### src/rtl/core/tled_pkg.sv
`timescale 1ns / 1ps
// ----------------------------------------------------------------------------
// Twin Lorenz divergence package
// Shared widths, register indexes and the request and result payload types.
// ----------------------------------------------------------------------------
package tled_pkg;

    localparam int WORD_BITS     = 32;
    localparam int FRACTION_BITS = 20;
    localparam int STEP_BITS     = 16;
    localparam int PARAM_BITS    = WORD_BITS - 1;
    localparam int DT_BITS       = FRACTION_BITS + 1;
    localparam int CFG_IDX_BITS  = 3;

    localparam logic [CFG_IDX_BITS-1:0] REG_SIGMA_A   = 3'd0;
    localparam logic [CFG_IDX_BITS-1:0] REG_RHO_A     = 3'd1;
    localparam logic [CFG_IDX_BITS-1:0] REG_BETA_A    = 3'd2;
    localparam logic [CFG_IDX_BITS-1:0] REG_SIGMA_B   = 3'd3;
    localparam logic [CFG_IDX_BITS-1:0] REG_RHO_B     = 3'd4;
    localparam logic [CFG_IDX_BITS-1:0] REG_BETA_B    = 3'd5;
    localparam logic [CFG_IDX_BITS-1:0] REG_STEP_SIZE = 3'd6;

    localparam logic [PARAM_BITS-1:0] SIGMA_RESET = PARAM_BITS'(10485760);
    localparam logic [PARAM_BITS-1:0] RHO_RESET   = PARAM_BITS'(29360128);
    localparam logic [PARAM_BITS-1:0] BETA_RESET  = PARAM_BITS'(2796203);
    localparam logic [DT_BITS-1:0]    DT_RESET    = DT_BITS'(10486);

    localparam logic KIND_START = 1'b0;
    localparam logic KIND_STEP  = 1'b1;

    typedef struct packed {
        logic                        kind;
        logic signed [WORD_BITS-1:0] start_x_a;
        logic signed [WORD_BITS-1:0] start_y_a;
        logic signed [WORD_BITS-1:0] start_z_a;
        logic signed [WORD_BITS-1:0] start_x_b;
        logic signed [WORD_BITS-1:0] start_y_b;
        logic signed [WORD_BITS-1:0] start_z_b;
    } req_t;

    typedef struct packed {
        logic [STEP_BITS-1:0]        step_index;
        logic signed [WORD_BITS-1:0] pos_x_a;
        logic signed [WORD_BITS-1:0] pos_y_a;
        logic signed [WORD_BITS-1:0] pos_z_a;
        logic signed [WORD_BITS-1:0] pos_x_b;
        logic signed [WORD_BITS-1:0] pos_y_b;
        logic signed [WORD_BITS-1:0] pos_z_b;
        logic [PARAM_BITS-1:0]       separation;
        logic [PARAM_BITS-1:0]       peak_separation;
        logic [STEP_BITS-1:0]        peak_step;
        logic                        overflowed;
    } res_t;

endpackage

### src/rtl/core/tled_mul.sv
`timescale 1ns / 1ps
// ----------------------------------------------------------------------------
// Bit-serial signed multiplier
// Shift-and-add over one multiplier bit per cycle, two's complement operands.
// ----------------------------------------------------------------------------
module tled_mul #(
    parameter int WIDTH = 32
) (
    input  logic                      aclk,
    input  logic                      aresetn,
    input  logic                      start,
    input  logic signed [WIDTH-1:0]   op_a,
    input  logic signed [WIDTH-1:0]   op_b,
    output logic                      done,
    output logic signed [2*WIDTH-1:0] product
);
    localparam int CW = $clog2(WIDTH);

    logic [2*WIDTH-1:0] mcand_reg, mcand_next;
    logic [WIDTH-1:0]   mplier_reg, mplier_next;
    logic [2*WIDTH-1:0] acc_reg, acc_next;
    logic [CW-1:0]      cnt_reg, cnt_next;
    logic               run_reg, run_next;
    logic               done_reg, done_next;
    logic [2*WIDTH-1:0] addend;
    logic               last;

    assign last   = (cnt_reg == CW'(WIDTH - 1));
    assign addend = mplier_reg[0] ? mcand_reg : '0;

    always_comb begin
        mcand_next  = mcand_reg;
        mplier_next = mplier_reg;
        acc_next    = acc_reg;
        cnt_next    = cnt_reg;
        run_next    = run_reg;
        done_next   = 1'b0;
        if (start) begin
            mcand_next  = {{WIDTH{op_a[WIDTH-1]}}, op_a};
            mplier_next = op_b;
            acc_next    = '0;
            cnt_next    = '0;
            run_next    = 1'b1;
        end else if (run_reg) begin
            // The sign bit of the multiplier weighs negative.
            acc_next    = last ? acc_reg - addend : acc_reg + addend;
            mcand_next  = {mcand_reg[2*WIDTH-2:0], 1'b0};
            mplier_next = {1'b0, mplier_reg[WIDTH-1:1]};
            cnt_next    = cnt_reg + CW'(1);
            if (last) begin
                run_next  = 1'b0;
                done_next = 1'b1;
            end
        end
    end

    always_ff @(posedge aclk) begin
        if (!aresetn) begin
            run_reg  <= 1'b0;
            done_reg <= 1'b0;
            cnt_reg  <= '0;
        end else begin
            run_reg  <= run_next;
            done_reg <= done_next;
            cnt_reg  <= cnt_next;
        end
        mcand_reg  <= mcand_next;
        mplier_reg <= mplier_next;
        acc_reg    <= acc_next;
    end

    assign done    = done_reg;
    assign product = $signed(acc_reg);

endmodule

### src/rtl/core/tled_sqrt.sv
`timescale 1ns / 1ps
// ----------------------------------------------------------------------------
// Digit-serial integer square root
// Produces one root bit per cycle from a radicand of twice the root width.
// ----------------------------------------------------------------------------
module tled_sqrt #(
    parameter int WIDTH = 32
) (
    input  logic                 aclk,
    input  logic                 aresetn,
    input  logic                 start,
    input  logic [2*WIDTH-1:0]   radicand,
    output logic                 done,
    output logic [WIDTH-1:0]     root
);
    localparam int CW = $clog2(WIDTH);

    logic [2*WIDTH-1:0] rad_reg, rad_next;
    logic [WIDTH+1:0]   rem_reg, rem_next;
    logic [WIDTH-1:0]   root_reg, root_next;
    logic [CW-1:0]      cnt_reg, cnt_next;
    logic               run_reg, run_next;
    logic               done_reg, done_next;
    logic [WIDTH+3:0]   rem_sh;
    logic [WIDTH+3:0]   trial;
    logic               fits;

    assign rem_sh = {rem_reg, rad_reg[2*WIDTH-1 -: 2]};
    assign trial  = {2'b00, root_reg, 2'b01};
    assign fits   = (rem_sh >= trial);

    always_comb begin
        rad_next  = rad_reg;
        rem_next  = rem_reg;
        root_next = root_reg;
        cnt_next  = cnt_reg;
        run_next  = run_reg;
        done_next = 1'b0;
        if (start) begin
            rad_next  = radicand;
            rem_next  = '0;
            root_next = '0;
            cnt_next  = '0;
            run_next  = 1'b1;
        end else if (run_reg) begin
            rem_next  = fits ? (WIDTH+2)'(rem_sh - trial) : (WIDTH+2)'(rem_sh);
            root_next = {root_reg[WIDTH-2:0], fits};
            rad_next  = {rad_reg[2*WIDTH-3:0], 2'b00};
            cnt_next  = cnt_reg + CW'(1);
            if (cnt_reg == CW'(WIDTH - 1)) begin
                run_next  = 1'b0;
                done_next = 1'b1;
            end
        end
    end

    always_ff @(posedge aclk) begin
        if (!aresetn) begin
            run_reg  <= 1'b0;
            done_reg <= 1'b0;
            cnt_reg  <= '0;
        end else begin
            run_reg  <= run_next;
            done_reg <= done_next;
            cnt_reg  <= cnt_next;
        end
        rad_reg  <= rad_next;
        rem_reg  <= rem_next;
        root_reg <= root_next;
    end

    assign done = done_reg;
    assign root = root_reg;

endmodule

### src/rtl/core/twin_lorenz_euler_divergence.sv
`timescale 1ns / 1ps
// ----------------------------------------------------------------------------
// Twin Lorenz Euler integrator with divergence tracking
// Two Lorenz trajectories stepped by forward Euler, with distance and peak.
// ----------------------------------------------------------------------------
// A request of kind start loads both points, clears the step count and the
// overflow flag and sets the peak to the starting distance; a request of kind
// step advances both points by one Euler step. Every request yields exactly
// one result. All products run on one bit-serial multiplier and the distance
// on one digit-serial square root. A step request performs fourteen products
// plus three squares; a start request performs three squares. An overflowing
// coordinate difference ends the distance early and shortens a request.
// One request is processed at a time, but a new request is taken as soon as
// the previous result has moved into the output register.
// ----------------------------------------------------------------------------
module twin_lorenz_euler_divergence (
    input  logic                                aclk,
    input  logic                                aresetn,
    input  logic                                s_valid,
    output logic                                s_ready,
    input  tled_pkg::req_t                      s_data,
    output logic                                m_valid,
    input  logic                                m_ready,
    output tled_pkg::res_t                      m_data,
    input  logic                                cfg_wr_en,
    input  logic [tled_pkg::CFG_IDX_BITS-1:0]   cfg_index,
    input  logic [tled_pkg::PARAM_BITS-1:0]     cfg_wr_data
);
    import tled_pkg::*;

    localparam int W  = WORD_BITS;
    localparam int F  = FRACTION_BITS;
    localparam int PW = PARAM_BITS;

    localparam logic signed [2*W-1:0] WMAX2 = (2*W)'((64'd1 << (W - 1)) - 64'd1);
    localparam logic signed [2*W-1:0] WMIN2 = -WMAX2 - (2*W)'(1);

    // Micro-operation sequence; each issues one product on the shared multiplier.
    localparam logic [3:0] OP_DX  = 4'd0;
    localparam logic [3:0] OP_DY  = 4'd1;
    localparam logic [3:0] OP_PXY = 4'd2;
    localparam logic [3:0] OP_DZ  = 4'd3;
    localparam logic [3:0] OP_NX  = 4'd4;
    localparam logic [3:0] OP_NY  = 4'd5;
    localparam logic [3:0] OP_NZ  = 4'd6;
    localparam logic [3:0] OP_SQX = 4'd7;
    localparam logic [3:0] OP_SQY = 4'd8;
    localparam logic [3:0] OP_SQZ = 4'd9;

    typedef enum logic [4:0] {
        ST_IDLE  = 5'b00001,
        ST_ISSUE = 5'b00010,
        ST_MULW  = 5'b00100,
        ST_SQRTW = 5'b01000,
        ST_FIN   = 5'b10000
    } state_t;

    function automatic logic signed [2*W-1:0] ext(input logic signed [W-1:0] v);
        return {{W{v[W-1]}}, v};
    endfunction

    function automatic logic signed [W-1:0] sat_w(input logic signed [2*W-1:0] v);
        logic signed [W-1:0] r;
        if (v > WMAX2) begin
            r = WMAX2[W-1:0];
        end else if (v < WMIN2) begin
            r = WMIN2[W-1:0];
        end else begin
            r = v[W-1:0];
        end
        return r;
    endfunction

    function automatic logic ovf_w(input logic signed [2*W-1:0] v);
        return (v > WMAX2) || (v < WMIN2);
    endfunction

    // Configuration registers.
    logic [PW-1:0]      sigma_a_reg, rho_a_reg, beta_a_reg;
    logic [PW-1:0]      sigma_b_reg, rho_b_reg, beta_b_reg;
    logic [DT_BITS-1:0] dt_reg;

    // Sequencer and datapath state.
    state_t                 state_reg, state_next;
    logic [3:0]             op_reg, op_next;
    logic                   tsel_reg, tsel_next;
    logic                   kind_reg, kind_next;
    logic signed [W-1:0]    pa_reg [3];
    logic signed [W-1:0]    pb_reg [3];
    logic signed [W-1:0]    pa_next [3];
    logic signed [W-1:0]    pb_next [3];
    logic signed [W-1:0]    d_reg [3];
    logic signed [W-1:0]    d_next [3];
    logic signed [W-1:0]    tmp_reg, tmp_next;
    logic [2*W-1:0]         sum_reg, sum_next;
    logic [PW-1:0]          sep_reg, sep_next;
    logic [STEP_BITS-1:0]   cnt_reg, cnt_next;
    logic [PW-1:0]          peak_reg, peak_next;
    logic [STEP_BITS-1:0]   peak_pos_reg, peak_pos_next;
    logic                   flag_reg, flag_next;
    logic                   m_valid_reg;
    res_t                   m_data_reg;

    // Shared arithmetic.
    logic                   mul_start, mul_done;
    logic signed [W-1:0]    mul_a, mul_b;
    logic signed [2*W-1:0]  mul_p;
    logic                   sqrt_start, sqrt_done;
    logic [W-1:0]           sqrt_root;

    logic signed [W-1:0]    cx, cy, cz;
    logic [PW-1:0]          c_sigma, c_rho, c_beta;
    logic signed [W-1:0]    dt_eff;
    logic signed [2*W-1:0]  pre_sum;
    logic signed [2*W-1:0]  diff2;
    logic                   diff_bad;
    logic signed [2*W-1:0]  q_wide;
    logic signed [W-1:0]    q;
    logic                   q_ovf;
    logic signed [2*W-1:0]  post_sum;
    logic                   root_big;
    logic                   out_free;

    assign cx      = tsel_reg ? pb_reg[0] : pa_reg[0];
    assign cy      = tsel_reg ? pb_reg[1] : pa_reg[1];
    assign cz      = tsel_reg ? pb_reg[2] : pa_reg[2];
    assign c_sigma = tsel_reg ? sigma_b_reg : sigma_a_reg;
    assign c_rho   = tsel_reg ? rho_b_reg : rho_a_reg;
    assign c_beta  = tsel_reg ? beta_b_reg : beta_a_reg;

    // A step above 1.0 is taken as 1.0.
    assign dt_eff = (dt_reg > DT_BITS'(1 << F)) ? W'(1 << F) : W'(dt_reg);

    assign q_wide   = mul_p >>> F;
    assign q        = sat_w(q_wide);
    assign q_ovf    = ovf_w(q_wide);
    assign root_big = sqrt_root[W-1];
    assign out_free = !m_valid_reg || m_ready;

    always_ff @(posedge aclk) begin
        if (!aresetn) begin
            sigma_a_reg <= SIGMA_RESET;
            rho_a_reg   <= RHO_RESET;
            beta_a_reg  <= BETA_RESET;
            sigma_b_reg <= SIGMA_RESET;
            rho_b_reg   <= RHO_RESET;
            beta_b_reg  <= BETA_RESET;
            dt_reg      <= DT_RESET;
        end else if (cfg_wr_en) begin
            case (cfg_index)
                REG_SIGMA_A:   sigma_a_reg <= cfg_wr_data;
                REG_RHO_A:     rho_a_reg   <= cfg_wr_data;
                REG_BETA_A:    beta_a_reg  <= cfg_wr_data;
                REG_SIGMA_B:   sigma_b_reg <= cfg_wr_data;
                REG_RHO_B:     rho_b_reg   <= cfg_wr_data;
                REG_BETA_B:    beta_b_reg  <= cfg_wr_data;
                REG_STEP_SIZE: dt_reg      <= cfg_wr_data[DT_BITS-1:0];
                default: begin
                end
            endcase
        end
    end

    // Operand selection for the product issued by the current micro-op.
    always_comb begin
        mul_a    = '0;
        mul_b    = '0;
        pre_sum  = '0;
        diff2    = '0;
        case (op_reg)
            OP_DX: begin
                pre_sum = ext(cy) - ext(cx);
                mul_a   = $signed({1'b0, c_sigma});
                mul_b   = sat_w(pre_sum);
            end
            OP_DY: begin
                pre_sum = $signed({{(W+1){1'b0}}, c_rho}) - ext(cz);
                mul_a   = cx;
                mul_b   = sat_w(pre_sum);
            end
            OP_PXY: begin
                mul_a = cx;
                mul_b = cy;
            end
            OP_DZ: begin
                mul_a = $signed({1'b0, c_beta});
                mul_b = cz;
            end
            OP_NX: begin
                mul_a = d_reg[0];
                mul_b = dt_eff;
            end
            OP_NY: begin
                mul_a = d_reg[1];
                mul_b = dt_eff;
            end
            OP_NZ: begin
                mul_a = d_reg[2];
                mul_b = dt_eff;
            end
            OP_SQX: begin
                diff2 = ext(pa_reg[0]) - ext(pb_reg[0]);
                mul_a = diff2[W-1:0];
                mul_b = diff2[W-1:0];
            end
            OP_SQY: begin
                diff2 = ext(pa_reg[1]) - ext(pb_reg[1]);
                mul_a = diff2[W-1:0];
                mul_b = diff2[W-1:0];
            end
            OP_SQZ: begin
                diff2 = ext(pa_reg[2]) - ext(pb_reg[2]);
                mul_a = diff2[W-1:0];
                mul_b = diff2[W-1:0];
            end
            default: begin
            end
        endcase
    end

    // A difference must stay within the symmetric range, else the distance is void.
    assign diff_bad = (diff2 > WMAX2) || (diff2 < -WMAX2);

    always_comb begin
        state_next    = state_reg;
        op_next       = op_reg;
        tsel_next     = tsel_reg;
        kind_next     = kind_reg;
        pa_next       = pa_reg;
        pb_next       = pb_reg;
        d_next        = d_reg;
        tmp_next      = tmp_reg;
        sum_next      = sum_reg;
        sep_next      = sep_reg;
        cnt_next      = cnt_reg;
        peak_next     = peak_reg;
        peak_pos_next = peak_pos_reg;
        flag_next     = flag_reg;
        mul_start     = 1'b0;
        sqrt_start    = 1'b0;
        post_sum      = '0;
        case (state_reg)
            ST_IDLE: begin
                if (s_valid) begin
                    kind_next = s_data.kind;
                    sum_next  = '0;
                    tsel_next = 1'b0;
                    if (s_data.kind == KIND_START) begin
                        pa_next[0] = s_data.start_x_a;
                        pa_next[1] = s_data.start_y_a;
                        pa_next[2] = s_data.start_z_a;
                        pb_next[0] = s_data.start_x_b;
                        pb_next[1] = s_data.start_y_b;
                        pb_next[2] = s_data.start_z_b;
                        cnt_next   = '0;
                        flag_next  = 1'b0;
                        op_next    = OP_SQX;
                    end else begin
                        if (cnt_reg != '1) begin
                            cnt_next = cnt_reg + STEP_BITS'(1);
                        end
                        op_next = OP_DX;
                    end
                    state_next = ST_ISSUE;
                end
            end
            ST_ISSUE: begin
                if ((op_reg == OP_SQX || op_reg == OP_SQY || op_reg == OP_SQZ) && diff_bad) begin
                    flag_next  = 1'b1;
                    sep_next   = '0;
                    state_next = ST_FIN;
                end else begin
                    if (op_reg == OP_DX || op_reg == OP_DY) begin
                        flag_next = flag_reg | ovf_w(pre_sum);
                    end
                    mul_start  = 1'b1;
                    state_next = ST_MULW;
                end
            end
            ST_MULW: begin
                if (mul_done) begin
                    state_next = ST_ISSUE;
                    op_next    = op_reg + 4'd1;
                    case (op_reg)
                        OP_DX: begin
                            d_next[0] = q;
                            flag_next = flag_reg | q_ovf;
                        end
                        OP_DY: begin
                            post_sum  = ext(q) - ext(cy);
                            d_next[1] = sat_w(post_sum);
                            flag_next = flag_reg | q_ovf | ovf_w(post_sum);
                        end
                        OP_PXY: begin
                            tmp_next  = q;
                            flag_next = flag_reg | q_ovf;
                        end
                        OP_DZ: begin
                            post_sum  = ext(tmp_reg) - ext(q);
                            d_next[2] = sat_w(post_sum);
                            flag_next = flag_reg | q_ovf | ovf_w(post_sum);
                        end
                        OP_NX: begin
                            post_sum  = ext(cx) + ext(q);
                            d_next[0] = sat_w(post_sum);
                            flag_next = flag_reg | q_ovf | ovf_w(post_sum);
                        end
                        OP_NY: begin
                            post_sum  = ext(cy) + ext(q);
                            d_next[1] = sat_w(post_sum);
                            flag_next = flag_reg | q_ovf | ovf_w(post_sum);
                        end
                        OP_NZ: begin
                            // Commit the new point of this trajectory.
                            post_sum  = ext(cz) + ext(q);
                            flag_next = flag_reg | q_ovf | ovf_w(post_sum);
                            if (tsel_reg) begin
                                pb_next[0] = d_reg[0];
                                pb_next[1] = d_reg[1];
                                pb_next[2] = sat_w(post_sum);
                                op_next    = OP_SQX;
                            end else begin
                                pa_next[0] = d_reg[0];
                                pa_next[1] = d_reg[1];
                                pa_next[2] = sat_w(post_sum);
                                tsel_next  = 1'b1;
                                op_next    = OP_DX;
                            end
                        end
                        OP_SQX, OP_SQY: begin
                            sum_next = sum_reg + mul_p;
                        end
                        OP_SQZ: begin
                            sum_next   = sum_reg + mul_p;
                            sqrt_start = 1'b1;
                            state_next = ST_SQRTW;
                        end
                        default: begin
                        end
                    endcase
                end
            end
            ST_SQRTW: begin
                if (sqrt_done) begin
                    flag_next  = flag_reg | root_big;
                    sep_next   = (flag_reg || root_big) ? '0 : sqrt_root[PW-1:0];
                    state_next = ST_FIN;
                end
            end
            ST_FIN: begin
                if (out_free) begin
                    if (kind_reg == KIND_START) begin
                        peak_next     = sep_reg;
                        peak_pos_next = '0;
                    end else if (sep_reg > peak_reg) begin
                        peak_next     = sep_reg;
                        peak_pos_next = cnt_reg;
                    end
                    state_next = ST_IDLE;
                end
            end
            default: begin
                state_next = ST_IDLE;
            end
        endcase
    end

    always_ff @(posedge aclk) begin
        if (!aresetn) begin
            state_reg    <= ST_IDLE;
            op_reg       <= OP_DX;
            tsel_reg     <= 1'b0;
            kind_reg     <= KIND_START;
            pa_reg       <= '{default: '0};
            pb_reg       <= '{default: '0};
            cnt_reg      <= '0;
            peak_reg     <= '0;
            peak_pos_reg <= '0;
            flag_reg     <= 1'b0;
            m_valid_reg  <= 1'b0;
        end else begin
            state_reg    <= state_next;
            op_reg       <= op_next;
            tsel_reg     <= tsel_next;
            kind_reg     <= kind_next;
            pa_reg       <= pa_next;
            pb_reg       <= pb_next;
            cnt_reg      <= cnt_next;
            peak_reg     <= peak_next;
            peak_pos_reg <= peak_pos_next;
            flag_reg     <= flag_next;
            if (state_reg == ST_FIN && out_free) begin
                m_valid_reg <= 1'b1;
            end else if (m_ready) begin
                m_valid_reg <= 1'b0;
            end
        end
        d_reg   <= d_next;
        tmp_reg <= tmp_next;
        sum_reg <= sum_next;
        sep_reg <= sep_next;
        if (state_reg == ST_FIN && out_free) begin
            m_data_reg.step_index      <= cnt_reg;
            m_data_reg.pos_x_a         <= pa_reg[0];
            m_data_reg.pos_y_a         <= pa_reg[1];
            m_data_reg.pos_z_a         <= pa_reg[2];
            m_data_reg.pos_x_b         <= pb_reg[0];
            m_data_reg.pos_y_b         <= pb_reg[1];
            m_data_reg.pos_z_b         <= pb_reg[2];
            m_data_reg.separation      <= sep_reg;
            m_data_reg.peak_separation <= peak_next;
            m_data_reg.peak_step       <= peak_pos_next;
            m_data_reg.overflowed      <= flag_reg;
        end
    end

    tled_mul #(
        .WIDTH (W)
    ) u_mul (
        .aclk    (aclk),
        .aresetn (aresetn),
        .start   (mul_start),
        .op_a    (mul_a),
        .op_b    (mul_b),
        .done    (mul_done),
        .product (mul_p)
    );

    tled_sqrt #(
        .WIDTH (W)
    ) u_sqrt (
        .aclk     (aclk),
        .aresetn  (aresetn),
        .start    (sqrt_start),
        .radicand (sum_next),
        .done     (sqrt_done),
        .root     (sqrt_root)
    );

    assign s_ready = (state_reg == ST_IDLE);
    assign m_valid = m_valid_reg;
    assign m_data  = m_data_reg;

    // A flagged result always reports a zero distance.
    assert property (@(posedge aclk) disable iff (!aresetn)
        m_valid |-> !(m_data.overflowed && (m_data.separation != '0)))
        else $error("separation reported while overflow flag is set");

    // The peak can never fall below the distance reported with it.
    assert property (@(posedge aclk) disable iff (!aresetn)
        m_valid |-> (m_data.peak_separation >= m_data.separation))
        else $error("peak separation below current separation");

    // The peak was seen at or before the current step.
    assert property (@(posedge aclk) disable iff (!aresetn)
        m_valid |-> (m_data.peak_step <= m_data.step_index))
        else $error("peak step lies after the current step");

    // The multiplier is only started while no square root is pending.
    assert property (@(posedge aclk) disable iff (!aresetn)
        mul_start |-> (state_reg == ST_ISSUE) && !sqrt_start)
        else $error("multiplier started outside issue");

endmodule
### config.mk
export PLATFORM = sky130hd
export DESIGN_NAME = twin_lorenz_euler_divergence
export DESIGN_NICKNAME = d
export VERILOG_FILES = /design/src/rtl/core/tled_pkg.sv /design/src/rtl/core/tled_mul.sv /design/src/rtl/core/tled_sqrt.sv /design/src/rtl/core/twin_lorenz_euler_divergence.sv
export SDC_FILE = /design/constraint.sdc
export NUM_CORES = 2
export LEC_CHECK = 0
export BUFFER_PORTS_ARGS = -buffer_cell sky130_fd_sc_hd__buf_2
export CAP_MARGIN = 20
export CORE_UTILIZATION = 55
export CTS_CLUSTER_SIZE = 16
export DETAILED_ROUTE_END_ITERATION = 12
export HOLD_SLACK_MARGIN = 0.08
export PLACE_DENSITY = 0.81
export SYNTH_ARGS = -nofsm -noshare
export SYNTH_HDL_FRONTEND = slang
export SYNTH_SLANG_ARGS = --single-unit
### constraint.sdc
create_clock -name aclk -period 15.78 [get_ports aclk]
set_clock_uncertainty 0.15 [all_clocks]
set_input_delay 3.156 -clock aclk [delete_from_list [all_inputs] [get_ports aclk]]
set_output_delay 3.156 -clock aclk [all_outputs]
set_load 0.02 [all_outputs]
==> impl_metrics.yaml <==
floorplanning:
  dieArea_um2: 149900
  die_y_um: 387.2
  num_rows: 140
  start_util_pct: 55.73
  die_x_um: 387.2
  core_um2: 146400
  ioPinCount: 521
worst_hold_path:
  hp-start: "rho_a_reg[29]"
  min_to: "rho_a_reg[29]"
  hp-class: "flip-flop to flip-flop"
  min_path_cells: 2
power:
  p_leak_uw: 0.03796
  power_density_nw_per_um2: 186.0
  peakVddDrop_mv: 0.1203
timing:
  rsz0062_at_grt: "no"
  fin_crit_ns: 8.092
  relSlewSlack_pct: 9.947
  hold_viol_final: 0
  max_freq_mhz: 123.6
  slew_violations: 0
  tightestPinTransition_ns: 1.343
  period_share_pct: 51.28
  layout_setup_ws_ns: 7.688
  setup_viol: 0
  tns_ns: 0
synthesis:
  synth_nets: 9962
  yosys-top-cells-area: "edfxtp_1 (22%), dfxtp_1 (17%), ha_1 (7.7%), a21oi_1 (5.2%), nand2_1 (5.1%)"
  synth_area_um2: 81610
  synth_top_area_cell: "edfxtp_1"
  synth-seq-area-share_pct: 39.05
  ys_ff_latch: 1289
  synth_top_flop_cell: "dfxtp_1"
  ys_types: 119
  synthesis.instances: 9218
  ys_warn_count: 0
  async_reset_ff_share_pct: 0
  syn_area_per_cell_um2: 8.853
  yosys.area.top_type_share_pct: 22.30
  synth_edf_count: 606
clock_network:
  cts_buffers: 142
  tritoncts: "done"
  cts.sinks: 1289
  post_cts_resized: 0
  htree_levels: 4
  cts_hold_repair.buffers: 0
  cts.path.max_buffers: 3
  cts_root_buffer: "clkbuf_16"
  clk_pin_slew_ns: 0.06
  postCtsSetupBuffers: 0
  insertion_delay_ns: 0.83
routing:
  dr.first_iter.drc_count: 10980
  routed.top_layer: "met5"
  drtPass1Iterations: 7
  postRouteWirelength_um: 344500
  route.met3.wl_um: 47090
  antenna_left: 0
  wl_per_cell_um: 29.70
  via_per_inst: 6.711
  drcViolationCount: 0
  met1_length_um: 130100
  via_count: 77840
  wl_met2_um: 141200
finish:
  seq_area_um2: 31880
  largest_reg_flops: 287
  drive_above_1_share_pct: 11.82
  fill_cells: 12390
  multi_input_area_um2: 46270
  syn2layout_area_growth_pct: 11.55
  fin_nets: 10280
grt:
  overflow: 0
  grt_usage_pct: 44.03
  grt_first_pass_wirelength_um: 486900
  grt_pass1_vias: 71320
  grt_start_max_net_pins: 237
  antenna_found_initial: 57
worst_setup_path:
  worstSetupPathType: "flip-flop to flip-flop"
  r2r_end: "pb_reg[21]"
  rr_worst_depth: 21
  startpoint_type: "flip-flop"
  rrSetupSlack_ns: 7.69
  critical_path_arrival_ns: 8.64
  cp-end-kind: "flip-flop"
  crit_required_ns: 16.32
  reg2reg_from: "u_mul.product[63]"
  worst-path-max-fanout: 57
outcome:
  status: "finished clean"
placement:
  port_buffers: 520
  dp_slack_ns: 8.109
  gp_congestion: 1.142
  dp_hpwl_um: 266700
run:
  maxCapViolations: 0
-- power by group --
group | internal [uW] | total, uW | switching (uW)
Clock | 2020 | 3550 | 1540
Combinational | 3150 | 9010 | 5850
Sequential | 3920 | 4380 | 454
-- cell usage after synthesis, types with 224 or more instances --
master       n
inv_1      455
edfxtp_1   606
dfxtp_1    683
nand3_1    224
xnor2_1    266
a21o_1     226
ha_1       502
o21ai_0    472
nand2_1   1117
a21oi_1    847
clkbuf_1   373
nor2_1     663
-- critical path, cell delays in order (launching register included) --
cell	delay [ns]
dfxtp_1	0.31
buf_4	0.31
clkinv_1	0.50
a31o_2	0.39
buf_4	0.37
a21oi_1	0.41
inv_1	0.26
ha_1	0.41
a211oi_1	0.32
a21oi_1	0.22
o211ai_1	0.59
a211oi_1	0.20
o2111ai_1	0.37
o21a_1	0.25
o211ai_1	0.19
a2111oi_2	0.56
nor4_1	0.17
nor4_4	0.43
nand2b_1	0.74
nor2_1	0.20
a2111oi_1	0.47
nor2_1	0.10
-- placed cells by master, fill, tap and decap left out, types with 42 or more instances in the layout --
master,instances
nand2_1,1114
a21oi_1,844
dfxtp_1,680
nor2_1,654
edfxtp_1,606
buf_2,519
ha_1,501
o21ai_0,468
inv_1,454
xnor2_1,266
a21o_1,226
nand3_1,220
mux2i_1,212
xor2_1,189
a21boi_0,187
and2_1,157
clkbuf_16,146
a31oi_1,139
o211a_1,135
buf_4,125
nand2b_1,115
mux2_2,108
and3_1,108
nor3_1,105
o211ai_1,88
a211oi_1,86
nor2b_1,85
o21a_1,83
nand4_1,69
o21bai_1,63
o22ai_1,58
or3_1,42
-- metal layers --
metal  vias up  global-route usage (%)
li1      34120                       -
met1     37310                   55.74
met2      5197                   63.14
met3      1169                   15.77
met4        50                   28.64
met5         -                       0
-- cell type report --
cell class / instances / share of cell area [%]
Antenna cell: 31 / 0.08521
Clock buffer: 187 / 4.373
Clock inverter: 78 / 1.113
Inverter: 459 / 1.901
Multi-Input combinational cell: 6987 / 50.82
Sequential cell: 1289 / 35.02
Tap cell: 1917 / 2.635
Timing Repair Buffer: 652 / 4.048
-- how the worst max path moves through the flow --
| stage | startpoint | endpoint | slack, ns |
|---|---|---|---|
| 3_5_place_dp | u_mul.product[63] | d_reg[55] | 8.11 |
| 2_1_floorplan | pb_reg[65] | u_mul.mcand_reg[0] | 4.80 |
| 5_1_grt | u_mul.product[63] | d_reg[35] | 7.63 |
| 6_report | u_mul.product[63] | pb_reg[21] | 7.69 |
| 4_1_cts | u_mul.product[63] | pb_reg[21] | 8.08 |
| 3_3_place_gp | u_mul.product[63] | flag_reg | 8.02 |
-- logic make-up after synthesis --
logic type,count (synthesis),share of synthesized area (%)
compound gates,2849,23.20
simple gates,2831,16.02
flops,1289,39.05
buf+inv,942,4.561
fa+ha+maj,528,8.140
xor+xnor,456,4.903
mux,323,4.127
-- through the flow --
step           hold WS [ns]  power, uW  utilization (%)  area (um2)  std cells
2_1_floorplan        0.2749      10260                -       81610       9218
3_3_place_gp         0.2923      12920            58.60       85810      11290
3_5_place_dp         0.2968      12980            58.67       85920      11300
4_1_cts              0.3157      16530            62.08       90920      11560
5_1_grt              0.3317      17530            62.12       90970      11580
6_report             0.3141      16940            62.17       91030      11600
No activity file was read; power rests on OpenSTA's default activity.
